### src/hw/rtl/ldcs_pkg.sv
// Shared types and constants for the layered draw command sorter.
// No dependencies; used by all ldcs modules and the top level.
package ldcs_pkg;

   localparam int LAYER_W = 16;
   localparam int KIND_W  = 4;
   localparam int POS_W   = 32;
   localparam int SEQ_W   = 6;

   typedef enum logic [1:0] {
      ST_COLLECT,
      ST_LOAD,
      ST_SHOW
   } state_type;

   // controller -> datapath
   typedef struct packed {
      logic push;       // accepted command, store it if there is room
      logic frame_end;  // close the frame: latch overflow, clear count
      logic load;       // pop head of chain, read its payload
   } ctrl_cmd_type;

   // datapath -> controller
   typedef struct packed {
      logic last;       // presented result is the final one of the frame
   } dp_status_type;

   typedef struct packed {
      logic [KIND_W-1:0] kind;
      logic [POS_W-1:0]  x;
      logic [POS_W-1:0]  y;
   } entry_type;

endpackage

### src/hw/rtl/ldcs_ctrl.sv
// Frame controller for the layered draw command sorter.
// Depends on ldcs_pkg (state, command and status types).
module ldcs_ctrl (
   input  logic                   clock,
   input  logic                   reset,
   input  logic                   req_valid,
   input  logic                   req_end_of_frame,
   output logic                   req_stall,
   output logic                   rsp_valid,
   input  logic                   rsp_stall,
   output ldcs_pkg::ctrl_cmd_type cmd,
   input  ldcs_pkg::dp_status_type status
);

   ldcs_pkg::state_type state_ff, state_in;
   logic                req_xfer;

   assign req_xfer = req_valid && !req_stall;

   always_ff @(posedge clock) begin
      if (reset) begin
         state_ff <= ldcs_pkg::ST_COLLECT;
      end else begin
         state_ff <= state_in;
      end
   end

   // next state
   always_comb begin
      state_in = state_ff;
      case (state_ff)
         ldcs_pkg::ST_COLLECT: begin
            if (req_xfer && req_end_of_frame) begin
               state_in = ldcs_pkg::ST_LOAD;
            end
         end
         ldcs_pkg::ST_LOAD: begin
            state_in = ldcs_pkg::ST_SHOW;
         end
         ldcs_pkg::ST_SHOW: begin
            if (!rsp_stall) begin
               state_in = status.last ? ldcs_pkg::ST_COLLECT : ldcs_pkg::ST_LOAD;
            end
         end
         default: begin
            state_in = ldcs_pkg::ST_COLLECT;
         end
      endcase
   end

   // outputs
   always_comb begin
      req_stall     = 1'b1;
      rsp_valid     = 1'b0;
      cmd.push      = 1'b0;
      cmd.frame_end = 1'b0;
      cmd.load      = 1'b0;
      case (state_ff)
         ldcs_pkg::ST_COLLECT: begin
            req_stall     = 1'b0;
            cmd.push      = req_valid;
            cmd.frame_end = req_valid && req_end_of_frame;
         end
         ldcs_pkg::ST_LOAD: begin
            cmd.load = 1'b1;
         end
         ldcs_pkg::ST_SHOW: begin
            rsp_valid = 1'b1;
         end
         default: begin
            req_stall = 1'b1;
         end
      endcase
   end

endmodule

### config.mk
export PLATFORM = sky130hd
export DESIGN_NAME = ldcs_ctrl
export DESIGN_NICKNAME = d
export VERILOG_FILES = /design/src/hw/rtl/ldcs_pkg.sv /design/src/hw/rtl/ldcs_ctrl.sv
export SDC_FILE = /design/constraint.sdc
export NUM_CORES = 1
export LEC_CHECK = 0
export BUFFER_PORTS_ARGS = -buffer_cell sky130_fd_sc_hd__buf_2
export CORE_AREA = 10 10 47 49
export DETAILED_ROUTE_END_ITERATION = 16
export DIE_AREA = 0 0 57 59
export MAX_ROUTING_LAYER = met4
export PLACE_DENSITY = 0.38
export SYNTH_ARGS = -nofsm -noshare
export SYNTH_HDL_FRONTEND = slang
export SYNTH_SLANG_ARGS = --single-unit
export TNS_END_PERCENT = 1
### constraint.sdc
create_clock -name clock -period 1.1 [get_ports clock]
set_clock_uncertainty 0.2 [all_clocks]
set_input_delay 0.22 -clock clock [delete_from_list [all_inputs] [get_ports clock]]
set_output_delay 0.22 -clock clock [all_outputs]
set_load 0.05 [all_outputs]
==> results.toml <==
[synth]
synth_simple_gate_area_share_pct = 44.8
synth_flop_cell = "dfxtp_1"
synth_common_cells = "dfxtp_1 (2), inv_1 (2)"
synth_cells = 14
synthAdderAreaFrac_pct = 0
synth_warnings = 0
synth_xor_area_share_pct = 0
synth.cell_area_um2 = 131
synthArstFlopShare_pct = 0
synth_mux_area_share_pct = 0
ys_ff_latch = 2
synth_top_area_cell = "dfxtp_1"
synth-edff-count = 0
synth_nets = 20
synthTopCellsByArea = "dfxtp_1 (30%), nand4bb_2 (12%), a211oi_2 (9.5%), or3b_1 (6.7%), buf_4 (5.7%)"
synth_top_area_share_pct = 30.5
yosysSeqAreaShare_pct = 30.5
synth-compound-area-share_pct = 13.3
avgSynthCellArea_um2 = 9.38
synth_top_family_by_area = "simple AND/OR/NAND/NOR gates"
ys_types = 12

[sta]
hold_viol_final = 0
setup-violations-final = 6
setup_slack_ns = -0.372
setup-tns-final_ns = -1.75
fmax_ghz = 0.679
period_share_pct = 134
finalCriticalPeriod_ns = 1.47
max_slew.worst_pin.slew_ns = 0.143
rsz0062_at_grt = "yes"
slew_headroom_pct = 90.5
finalMaxSlewViolations = 0

[setup_path]
cp_data_arrival_time_ns = 1.05
path_class = "flip-flop to primary output"
slowest_delay_ns = 0.36
path_depth = 3
worstPathBufferInverterCount = 2
cp_max_fo = 6
slowest_stage = "dfxtp_4"
cp-end-kind = "primary output"
critPathLaunchType = "flip-flop"
crit_required_ns = 0.68
r2r_cells = 4
crit_chain = "nand4bb_4 -> clkinvlp_4 -> buf_8"
cp_top_family = "flip-flops"

[place]
pre_cts_ws_ns = -0.254
port_buffers = 10
gp_congestion = 0.788
hpwl_um = 419

[global_routing]
grt_overflow = 0
antenna_found_initial = 0
grt.total_usage_pct = 3.95
first_global_vias = 243
grt_max_degree = 8
grt_pass1_wl_um = 959

[final_layout]
area_growth_pct = 153
nets = 39
num_antenna_cells = 0
reg.largest.list = "state_ff: 2 flops"
largest_reg_flops = 2
regMostFlops = "state_ff"
drive_gt1_share_pct = 77.4

[hold_path]
hold_depth = 3
hold_path.class = "primary input to flip-flop"

[die]
die_y_um = 59
die_area_um2 = 3360
die_w_um = 57
num_rows = 14
io_pins = 11
initial_core_util_pct = 9.38
coreArea_um2 = 1400

[routing]
first_pass_iters = 2
route.detailed.drc = 0
drt_iter0_drc = 3
via_count = 181
wire_per_inst_um = 11.4
vias_per_cell = 3.85
ant_nets = 0
wl_um = 534

[clock_network]
numCtsBuffers = 3
tritoncts = "built"
cts-htree-levels = 1
clockBufferDepth = 2
cts.sinks = 2
cts-root-buf = "clkbuf_4"
path_clk_slew_ns = 0.03
worstSkewPairLatency_ns = 0.22

[run_status]
violations = "setup timing"
status = "finished, violations left"

[pwr]
vdd_drop_max_mv = 0.500
power_density_nw_per_um2 = 1130
leakagePower_nw = 0.142

[job]
drv_cap = 0
-- power by group --
group | leakage, nW | switching, W | internal (W)
combinational | 0.110 | 0.0000679 | 0.0000620
clock | 0.0138 | 0.0000440 | 0.000121
sequential | 0.0178 | 0.00000739 | 0.0000743
-- through the flow --
stage	hold slack [ns]	total power (W)	cell area [um2]	instances	utilization, %
floorplan	0.0773	0.000158	168	14	-
global placement	0.188	0.000189	253	42	18.0
detailed placement	0.195	0.000192	253	42	18.0
CTS	0.0640	0.000387	333	47	23.8
global route	0.0848	0.000404	333	47	23.8
finish	0.0738	0.000376	333	47	23.8
-- logic make-up (layout without fill, tap and decap cells) --
logic type | Yosys count | in the layout
and+or+nand+nor | 7 | 7
AOI/OAI and AO/OA | 2 | 2
buffers and inverters | 3 | 20
DFF | 2 | 2
-- area by class of cell --
| cell class | instances | area, um2 |
|---|---|---|
| well taps | 16 | 20.0 |
| fillers | 154 | 1070 |
| multi-input cells | 9 | 106 |
| inverters | 2 | 11.3 |
| flip-flops and latches | 2 | 47.5 |
| repair buffers | 15 | 125 |
| clock buffers | 3 | 22.5 |
-- worst register-to-register path: cells and delay by family (launching register included) --
kind	cells	cell delay, ns
flops	1	0.36
buf+inv	2	0.27
simple gates	1	0.24
compound gates	1	0.15
-- metal layers --
layer	global-route usage, %	share of wire [%]
met2	5.58	44
met5	-	0
met1	3.44	46
met3	2.58	9.6
met4	4.03	0
-- final timing paths --
path | start | end | slack, ns
setup / recovery | state_ff[0] | cmd[1] | -0.37
hold / removal | rsp_stall | state_ff[1] | 0.07
setup reg to reg | state_ff[0] | state_ff[0] | -0.21
hold reg to reg | state_ff[1] | state_ff[1] | 0.34
-- what timing repair did --
action | CTS | global route
gates cloned | 0 | 0
hold buffers | 1 | 0
resized for setup | 13 | 0
pin swaps | 1 | 0
hold endpoints to repair | 2 | 0
buffers inserted | 1 | 0
setup endpoints to repair | 6 | 6
-- layout by cell type, fill, tap and decap left out, drive strengths merged --
master       count
a211oi           1
buf             14
clkinvlp         1
nand2b           1
nand4bb          1
or3b             1
dfxtp            2
or2              1
nand3b           1
a21oi            1
inv              1
nor3b            1
clkbuf           3
nor2b            1
dlygate4sd3      1
Note: power is estimated with default switching activity, not from simulation.
